$ cat src/design/aho_corasick_occurrence_counter_defines.svh
// assertion macros used by the occurrence counter top level
`ifndef AHO_CORASICK_OCCURRENCE_COUNTER_DEFINES_SVH
`define AHO_CORASICK_OCCURRENCE_COUNTER_DEFINES_SVH

// same-cycle implication, disabled during reset
`define ACOC_ASSERT_NOW(label, clk, rst_n, ante, cons, msg) \
    label: assert property (@(posedge clk) disable iff (!rst_n) (ante) |-> (cons)) \
        else $error(msg);

// next-cycle implication, disabled during reset
`define ACOC_ASSERT_NEXT(label, clk, rst_n, ante, cons, msg) \
    label: assert property (@(posedge clk) disable iff (!rst_n) (ante) |=> (cons)) \
        else $error(msg);

`endif

$ cat src/design/acoc_pkg.sv
// shared types, constants and codes of the occurrence counter
`default_nettype none
package acoc_pkg;

    localparam int NODES_DEF    = 1024;
    localparam int ALPHABET_DEF = 26;
    localparam int MAX_LEN_DEF  = 6;
    localparam int COUNT_W_DEF  = 32;

    localparam int POS_W       = 32;
    localparam int NODE_ID_W   = 10;
    localparam int COUNT_OUT_W = 32;
    localparam int FUNC_W      = 3;
    localparam int SYM_W       = 5;

    localparam logic [FUNC_W-1:0] FN_CLEAR   = 3'd0;
    localparam logic [FUNC_W-1:0] FN_PATTERN = 3'd1;
    localparam logic [FUNC_W-1:0] FN_BUILD   = 3'd2;
    localparam logic [FUNC_W-1:0] FN_TEXT    = 3'd3;
    localparam logic [FUNC_W-1:0] FN_QUERY   = 3'd4;

    typedef struct packed {
        logic [FUNC_W-1:0]    func;
        logic [SYM_W-1:0]     symbol;
        logic                 last_symbol;
        logic [NODE_ID_W-1:0] query_node;
        logic                 non_overlap;
    } t_in;

    typedef struct packed {
        logic [NODE_ID_W-1:0]   node_id;
        logic [COUNT_OUT_W-1:0] count;
        logic                   status;
    } t_out;

    typedef enum logic [4:0] {
        ST_BOOT, ST_IDLE, ST_DECODE, ST_CLR_INIT, ST_CLR_ROW,
        ST_PAT_RD, ST_PAT_CHK, ST_PAT_ZERO, ST_PAT_END,
        ST_BLD_INIT, ST_BR_RD, ST_BR_U, ST_BR_CHK,
        ST_BQ_HEAD, ST_BQ_R, ST_BQ_FR,
        ST_BC_RD1, ST_BC_RD2, ST_BC_RD3, ST_BC_CHK, ST_BLD_END,
        ST_T_RD, ST_T_M, ST_T_J, ST_T_LOOP, ST_T_UPD, ST_T_END,
        ST_Q_RD, ST_Q_RES, ST_RESP
    } t_state;

    typedef enum logic [4:0] {
        OP_NONE, OP_LATCH, OP_CLR_INIT, OP_CLR_ROW,
        OP_PAT_RD, OP_PAT_CHK, OP_PAT_ZERO, OP_PAT_END,
        OP_BLD_INIT, OP_BR_RD, OP_BR_U, OP_BR_CHK,
        OP_BQ_HEAD, OP_BQ_R, OP_BQ_FR,
        OP_BC_RD1, OP_BC_RD2, OP_BC_RD3, OP_BC_CHK, OP_BLD_END,
        OP_T_RD, OP_T_M, OP_T_J, OP_T_LOOP, OP_T_UPD, OP_T_END,
        OP_Q_RD, OP_Q_RES
    } t_op;

    typedef struct packed {
        t_op  op;
        logic load_out;
    } t_cmd;

    typedef struct packed {
        logic [FUNC_W-1:0] func;
        logic              sym_ok;
        logic              qn_ok;
        logic              pat_skip;
        logic              grow;
        logic              col_last;
        logic              queue_busy;
        logic              chain_done;
    } t_stat;

endpackage
`default_nettype wire

$ cat src/design/acoc_ctrl.sv
// sequencing state machine of the occurrence counter
`default_nettype none
module acoc_ctrl import acoc_pkg::*; (
    input  logic  i_clk,
    input  logic  i_rst_n,
    input  logic  i_valid,
    output logic  o_ready,
    output logic  o_valid,
    input  logic  i_ready,
    input  t_stat i_stat,
    output t_cmd  o_cmd
);

    t_state r_state, n_state;
    logic   r_out_valid;

    always_ff @(posedge i_clk) begin
        if (!i_rst_n) begin
            r_state     <= ST_BOOT;
            r_out_valid <= 1'b0;
        end else begin
            r_state <= n_state;
            if (o_cmd.load_out) begin
                r_out_valid <= 1'b1;
            end else if (i_ready) begin
                r_out_valid <= 1'b0;
            end
        end
    end

    always_comb begin
        n_state        = r_state;
        o_cmd.op       = OP_NONE;
        o_cmd.load_out = 1'b0;
        unique case (r_state)
            ST_BOOT: begin
                o_cmd.op = OP_CLR_ROW;
                if (i_stat.col_last) n_state = ST_IDLE;
            end
            ST_IDLE: begin
                if (i_valid) begin
                    o_cmd.op = OP_LATCH;
                    n_state  = ST_DECODE;
                end
            end
            ST_DECODE: begin
                unique case (i_stat.func)
                    FN_CLEAR:   n_state = ST_CLR_INIT;
                    FN_PATTERN: n_state = !i_stat.sym_ok ? ST_RESP :
                                          (i_stat.pat_skip ? ST_PAT_END : ST_PAT_RD);
                    FN_BUILD:   n_state = ST_BLD_INIT;
                    FN_TEXT:    n_state = i_stat.sym_ok ? ST_T_RD : ST_RESP;
                    FN_QUERY:   n_state = i_stat.qn_ok ? ST_Q_RD : ST_RESP;
                    default:    n_state = ST_RESP;
                endcase
            end
            ST_CLR_INIT: begin
                o_cmd.op = OP_CLR_INIT;
                n_state  = ST_CLR_ROW;
            end
            ST_CLR_ROW: begin
                o_cmd.op = OP_CLR_ROW;
                if (i_stat.col_last) n_state = ST_RESP;
            end
            ST_PAT_RD: begin
                o_cmd.op = OP_PAT_RD;
                n_state  = ST_PAT_CHK;
            end
            ST_PAT_CHK: begin
                o_cmd.op = OP_PAT_CHK;
                n_state  = i_stat.grow ? ST_PAT_ZERO : ST_PAT_END;
            end
            ST_PAT_ZERO: begin
                o_cmd.op = OP_PAT_ZERO;
                if (i_stat.col_last) n_state = ST_PAT_END;
            end
            ST_PAT_END: begin
                o_cmd.op = OP_PAT_END;
                n_state  = ST_RESP;
            end
            ST_BLD_INIT: begin
                o_cmd.op = OP_BLD_INIT;
                n_state  = ST_BR_RD;
            end
            ST_BR_RD: begin
                o_cmd.op = OP_BR_RD;
                n_state  = ST_BR_U;
            end
            ST_BR_U: begin
                o_cmd.op = OP_BR_U;
                n_state  = ST_BR_CHK;
            end
            ST_BR_CHK: begin
                o_cmd.op = OP_BR_CHK;
                n_state  = i_stat.col_last ? ST_BQ_HEAD : ST_BR_RD;
            end
            ST_BQ_HEAD: begin
                o_cmd.op = OP_BQ_HEAD;
                n_state  = i_stat.queue_busy ? ST_BQ_R : ST_BLD_END;
            end
            ST_BQ_R: begin
                o_cmd.op = OP_BQ_R;
                n_state  = ST_BQ_FR;
            end
            ST_BQ_FR: begin
                o_cmd.op = OP_BQ_FR;
                n_state  = ST_BC_RD1;
            end
            ST_BC_RD1: begin
                o_cmd.op = OP_BC_RD1;
                n_state  = ST_BC_RD2;
            end
            ST_BC_RD2: begin
                o_cmd.op = OP_BC_RD2;
                n_state  = ST_BC_RD3;
            end
            ST_BC_RD3: begin
                o_cmd.op = OP_BC_RD3;
                n_state  = ST_BC_CHK;
            end
            ST_BC_CHK: begin
                o_cmd.op = OP_BC_CHK;
                n_state  = i_stat.col_last ? ST_BQ_HEAD : ST_BC_RD1;
            end
            ST_BLD_END: begin
                o_cmd.op = OP_BLD_END;
                n_state  = ST_RESP;
            end
            ST_T_RD: begin
                o_cmd.op = OP_T_RD;
                n_state  = ST_T_M;
            end
            ST_T_M: begin
                o_cmd.op = OP_T_M;
                n_state  = ST_T_J;
            end
            ST_T_J: begin
                o_cmd.op = OP_T_J;
                n_state  = ST_T_LOOP;
            end
            ST_T_LOOP: begin
                o_cmd.op = OP_T_LOOP;
                n_state  = i_stat.chain_done ? ST_T_END : ST_T_UPD;
            end
            ST_T_UPD: begin
                o_cmd.op = OP_T_UPD;
                n_state  = ST_T_LOOP;
            end
            ST_T_END: begin
                o_cmd.op = OP_T_END;
                n_state  = ST_RESP;
            end
            ST_Q_RD: begin
                o_cmd.op = OP_Q_RD;
                n_state  = ST_Q_RES;
            end
            ST_Q_RES: begin
                o_cmd.op = OP_Q_RES;
                n_state  = ST_RESP;
            end
            ST_RESP: begin
                if (!r_out_valid || i_ready) begin
                    o_cmd.load_out = 1'b1;
                    n_state        = ST_IDLE;
                end
            end
            default: n_state = ST_IDLE;
        endcase
    end

    assign o_ready = (r_state == ST_IDLE);
    assign o_valid = r_out_valid;

endmodule
`default_nettype wire

$ cat config.mk
export PLATFORM = sky130hd
export DESIGN_NAME = acoc_ctrl
export DESIGN_NICKNAME = d
export VERILOG_FILES = /design/src/design/aho_corasick_occurrence_counter_defines.svh /design/src/design/acoc_pkg.sv /design/src/design/acoc_ctrl.sv
export SDC_FILE = /design/constraint.sdc
export NUM_CORES = 1
export LEC_CHECK = 0
export BUFFER_PORTS_ARGS = -buffer_cell sky130_fd_sc_hd__buf_4
export CAP_MARGIN = 5
export CORE_AREA = 2 2 48 50
export CTS_CLUSTER_DIAMETER = 80
export DETAILED_ROUTE_END_ITERATION = 6
export DIE_AREA = 0 0 50 52
export PLACE_DENSITY = 0.71
export SLEW_MARGIN = 5
export SYNTH_ARGS = -nofsm -noshare
export SYNTH_HDL_FRONTEND = slang
export SYNTH_SLANG_ARGS = --single-unit
$ cat constraint.sdc
create_clock -name i_clk -period 1.7 [get_ports i_clk]
set_input_delay 0.085 -clock i_clk [delete_from_list [all_inputs] [get_ports i_clk]]
set_output_delay 0.085 -clock i_clk [all_outputs]
set_load 0.01 [all_outputs]
=== After elaboration in Yosys (flattened, before gate mapping) ===
Index checks and enable logic that the tools add are counted.

* Reduce and logical (&&, ||, !) cells: 9
* Equality and inequality tests: 38
* Mux-type cells: 22

{| class="wikitable"
|+ Operator list
! kind !! number
|-
| $pmux W5 S27 || 1
|-
| $pmux W5 S26 || 1
|-
| $eq A5 B5 Y1 const B || 14
|-
| $eq A5 B4 Y1 const B || 8
|-
| $mux W5 || 8
|-
| $pmux W5 S5 || 1
|-
| $eq A5 B3 Y1 const B || 4
|-
| $mux W4 || 3
|-
| $eq A5 B2 Y1 const B || 2
|-
| $ne A2 B2 Y1 const B || 5
|-
| $eq A3 B2 Y1 const B || 2
|-
| $mux W3 || 2
|-
| $eq A5 B1 Y1 const B || 1
|-
| $logic_not A5 Y1 || 1
|-
| $mux W1 || 5
|-
| $reduce_and A5 Y1 || 1
|-
| $reduce_or A2 Y1 || 2
|-
| $reduce_or A4 Y1 || 1
|-
| $eq A3 B1 Y1 const B || 1
|-
| $eq A3 B3 Y1 const B || 1
|-
| $logic_not A3 Y1 || 1
|-
| $mux W2 || 1
|-
| $reduce_bool A2 Y1 || 1
|-
| $logic_not A1 Y1 || 1
|-
| $logic_or A1 B1 Y1 || 1
|}

* Bits in registers: 6
* Logic and storage cells: 71
* Input port bits: 14

=== Longest topological paths before layout ===
* Depth after elaboration: 5
* Depth in mapped cells: 7
* Gate-level depth less buffers: 5

=== Least setup slack after synthesis ===
OpenSTA, ideal clock, no wires.

* Kind: reg2reg
* Start point: reg r_state[2]
* End point: reg r_state[2]
* Stages on the path, launching flop included: 6
* Period minus slack after synthesis: 1.430 ns
* Buffers on the path: 0
* Path slack: 0.270 ns
* Data required time: 1.585 ns
* Arrival time: 1.316 ns
* Path through: dfxtp_1 > and2b_4 > a41oi_2 > o22ai_1 > a211o_1 > o21a_1

* Cells in the longest elaborated chain, start to end: 3
* Elaborated cells on any way between the ends: 39
* Those cells by class: eq/ne (34); mux (1); reduce/logical (4)

{| class="wikitable"
|+ Ends and longest elaborated chain
! item !! RTL line !! RTL
|-
| from (decl) || acoc_ctrl.sv:14 || <nowiki>t_state r_state, n_state;</nowiki>
|-
| from (signal assigned) || acoc_ctrl.sv:22 || <nowiki>r_state <= n_state;</nowiki>
|-
| $eq A5 B5 Y1 (tied with other cells) || acoc_ctrl.sv:35 || <nowiki>unique case (r_state)</nowiki>
|-
| $reduce_or A4 Y1 (no source line) (tied with other cells) || n/a ||
|-
| $pmux W5 S26 / $reduce_and A5 Y1 (equally long branches) || n/a ||
|}

Parallel ways exist; a longest one is shown, timed or not.
A chain may end at the register's enable or synchronous reset.

==> flow_summary.yaml <==
status:
  status: "completed"
logic_synthesis:
  synth_largest_area_cell: "dfxtp_1"
  synth_compound_area_share_pct: 40.57
  synth_nets: 152
  post_synth_instance_area_um2: 968.4
  syn_inst: 138
  ys_types: 50
  ys.flop_type: "dfxtp_1"
  synth_edf_count: 0
  syn_avg_cell_area_um2: 7.018
  synthArstFlopShare_pct: 0
  synthAdderAreaFrac_pct: 0
  synth_top_family_by_area: "compound AO/OA/AOI/OAI gates"
  muxShareOfSynthArea_pct: 0
  seq_area_frac_synth_pct: 12.40
  ys_seq_elements: 6
  yosys_warnings: 0
  synth_common_cells: "11 x nand2_1, 10 x nor2_1, 10 x o21ai_0"
  yosys.area.top_type_share_pct: 12.40
  yosysMostFrequentCell: "nand2_1"
  synth_xor_area_share_pct: 0.9044
  synthSimpleGateAreaFrac_pct: 36.05
  synthTopCellsByArea: "dfxtp_1 12%, o21ai_0 5.2%, nand2b_1 4.5%"
floorplanning:
  start_util_pct: 45.99
  fp.dieH_um: 52
  core_area_um2: 2106
  row_count: 17
  dieWidth_um: 50
  dieArea_um2: 2600
  pin_count: 22
drt:
  drt-vias-per-instance: 6.113
  wl_um: 3287
  firstDrtPassIters: 4
  ant_nets: 0
  vias: 1241
  wl_per_cell_um: 16.19
  drt_drc_violations_left: 0
  drt_iter0_drc: 65
sta:
  setup_viol_count_final: 0
  clock_skew_ns: 0.01167
  final.setup.tns_ns: 0
  holdWs_ns: 0.08995
  finalHoldViolCount: 0
  max_freq_mhz: 591.9
  fin_crit_ns: 1.690
  final-max-slew-violation-count: 0
  tightestPinTransition_ns: 0.4405
  min_period_over_period_pct: 99.39
  rsz0062_at_grt: "yes"
  max_slew_margin_pct: 70.40
setup_path:
  crit_fanout: 8
  endpoint_kind: "output port"
  r2r-start: "r_state[1]"
  worstRegToRegCells: 6
  ff2ff_setup_slack_ns: 0.06
  r2r_end: "r_state[2]"
  worstPathArrival_ns: 1.60
  critPathLaunchType: "flip-flop"
  critical_path_required_ns: 1.62
  worstSetupPathType: "reg2out"
worst_hold_path:
  min_to: "r_state[2]"
  min_from: "i_rst_n"
  min_path_cells: 2
  min_path_type: "in2reg"
power:
  combPwrFrac_pct: 77.7
  ir_worst_vdd_uv: 687.5
  switching_share_pct: 47.00
  seqPwrFrac_pct: 14.7
  p_clk_share_pct: 7.6
  powerDensity_nw_per_um2: 1334
  p_int_mw: 0.9454
  p_sw_mw: 0.8384
  p_total_mw: 1.784
  leakagePower_nw: 0.5441
placed_design:
  port_buffers: 21
  gp_congestion: 0.9496
  dpl-instance-area_um2: 1252
  hpwl_um: 2411
  placed_cells: 197
clock_tree:
  clk_path_buf_depth: 2
  clkLatencyLatePin_ns: 0.26
  h-tree-depth: 1
  path_clk_slew_ns: 0.04
  cts-root-buf: "clkbuf_4"
  cts_buffers: 3
  tritoncts: "yes"
  cts.sink_count: 6
grt:
  antenna_found_initial: 0
  grt_pass1_wl_um: 5257
  grt_max_degree: 14
  grt.total_usage_pct: 25.90
  grt-ovfl-total: 0
  grt_pass1_vias: 1165
  grtUsageMet1_pct: 32.87
  use_met3_pct: 1.149
  top_usage_layer: "met2"
  met2_usage_pct: 45.39
final_layout:
  final_nets: 191
  stdcell_area_um2: 1338
  fin_cells: 203
  area_growth_pct: 38.11
  drive_gt1_share_pct: 38.86
  antenna_cells: 0
flow_run:
  drv_cap: 0
[power by group through the flow]
stage / Clock (mW) / Combinational [mW] / Sequential, mW
after floorplan: 0 / 0.851 / 0.223
after global placement: 0 / 1.22 / 0.267
after CTS: 0.141 / 1.30 / 0.256
final: 0.136 / 1.39 / 0.262
after global routing: 0.144 / 1.49 / 0.265
after detailed placement: 0 / 1.23 / 0.267
[cell families (layout without fill, tap and decap cells)]
logic type,Yosys count,after routing
compound gates,53,53
buf+inv,16,53
flops,6,6
simple gates,62,62
xor+xnor,1,1
[critical path, stage by stage (launching register included)]
cell and delay [ns]:
dfxtp_4 0.36, or2_4 0.28, buf_6 0.14, or3_1 0.30
o211a_1 0.13, buf_4 0.14
[metrics by stage]
stage               setup WS, ns  util [%]
global placement         0.02497     59.48
global route           -0.004233     63.52
detailed placement       0.01826     59.48
CTS                     -0.02560     61.56
finish                   0.01042     63.52
floorplan                 0.2698         -
[layout make-up]
type                       instances  area, µm²
multi-input combinational        116      768.2
fill                             187      768.2
timing repair buffer              45      354.1
sequential                         6      138.9
tap                               28      35.03
clock buffer                       3      22.52
inverter                           5      18.77
[layer usage]
metal | wire [µm] | part of all wire [%]
met1 | 1304 | 40
met2 | 1624 | 49
met3 | 275 | 8.4
met4 | 82 | 2.5
met5 | 0 | 0
[cell usage in the layout (no fill, tap or decap), drive strengths merged, types with 2 or more instances in the layout]
master / instances
nor2b: 6
a31oi: 2
nand2b: 7
or2: 2
or3: 4
o2bb2ai: 3
buf: 45
a21o: 3
nand3: 5
dfxtp: 6
nand4: 2
a211oi: 3
nor3b: 4
o21ai: 12
a21oi: 8
nor2: 10
nor3: 4
o22ai: 3
and2b: 4
inv: 5
clkbuf: 3
o211a: 2
nand2: 11
[state kept, by name (all words and copies together) (netlist names)]
name and cells:
o_valid 1, r_state 5
[timing repair]
item,CTS,global route
pin swaps,0,2
endpoints found under the setup margin,4,4
resized for setup,8,10
buffers inserted,1,2
hold buffers,0,0
[worst max-delay path by stage]
| stage | startpoint | endpoint | slack [ns] | cells past startpoint |
|---|---|---|---|---|
| after floorplan | r_state[2] | r_state[2] | 0.27 | 5 |
| after global routing | r_state[1] | o_cmd[5] | -0.004 | 5 |
| after detailed placement | r_state[1] | r_state[2] | 0.02 | 6 |
| after global placement | r_state[1] | r_state[2] | 0.02 | 6 |
| after CTS | r_state[1] | o_cmd[5] | -0.03 | 5 |
| final | r_state[1] | o_cmd[5] | 0.01 | 5 |
(Power assumes the default switching activity.)
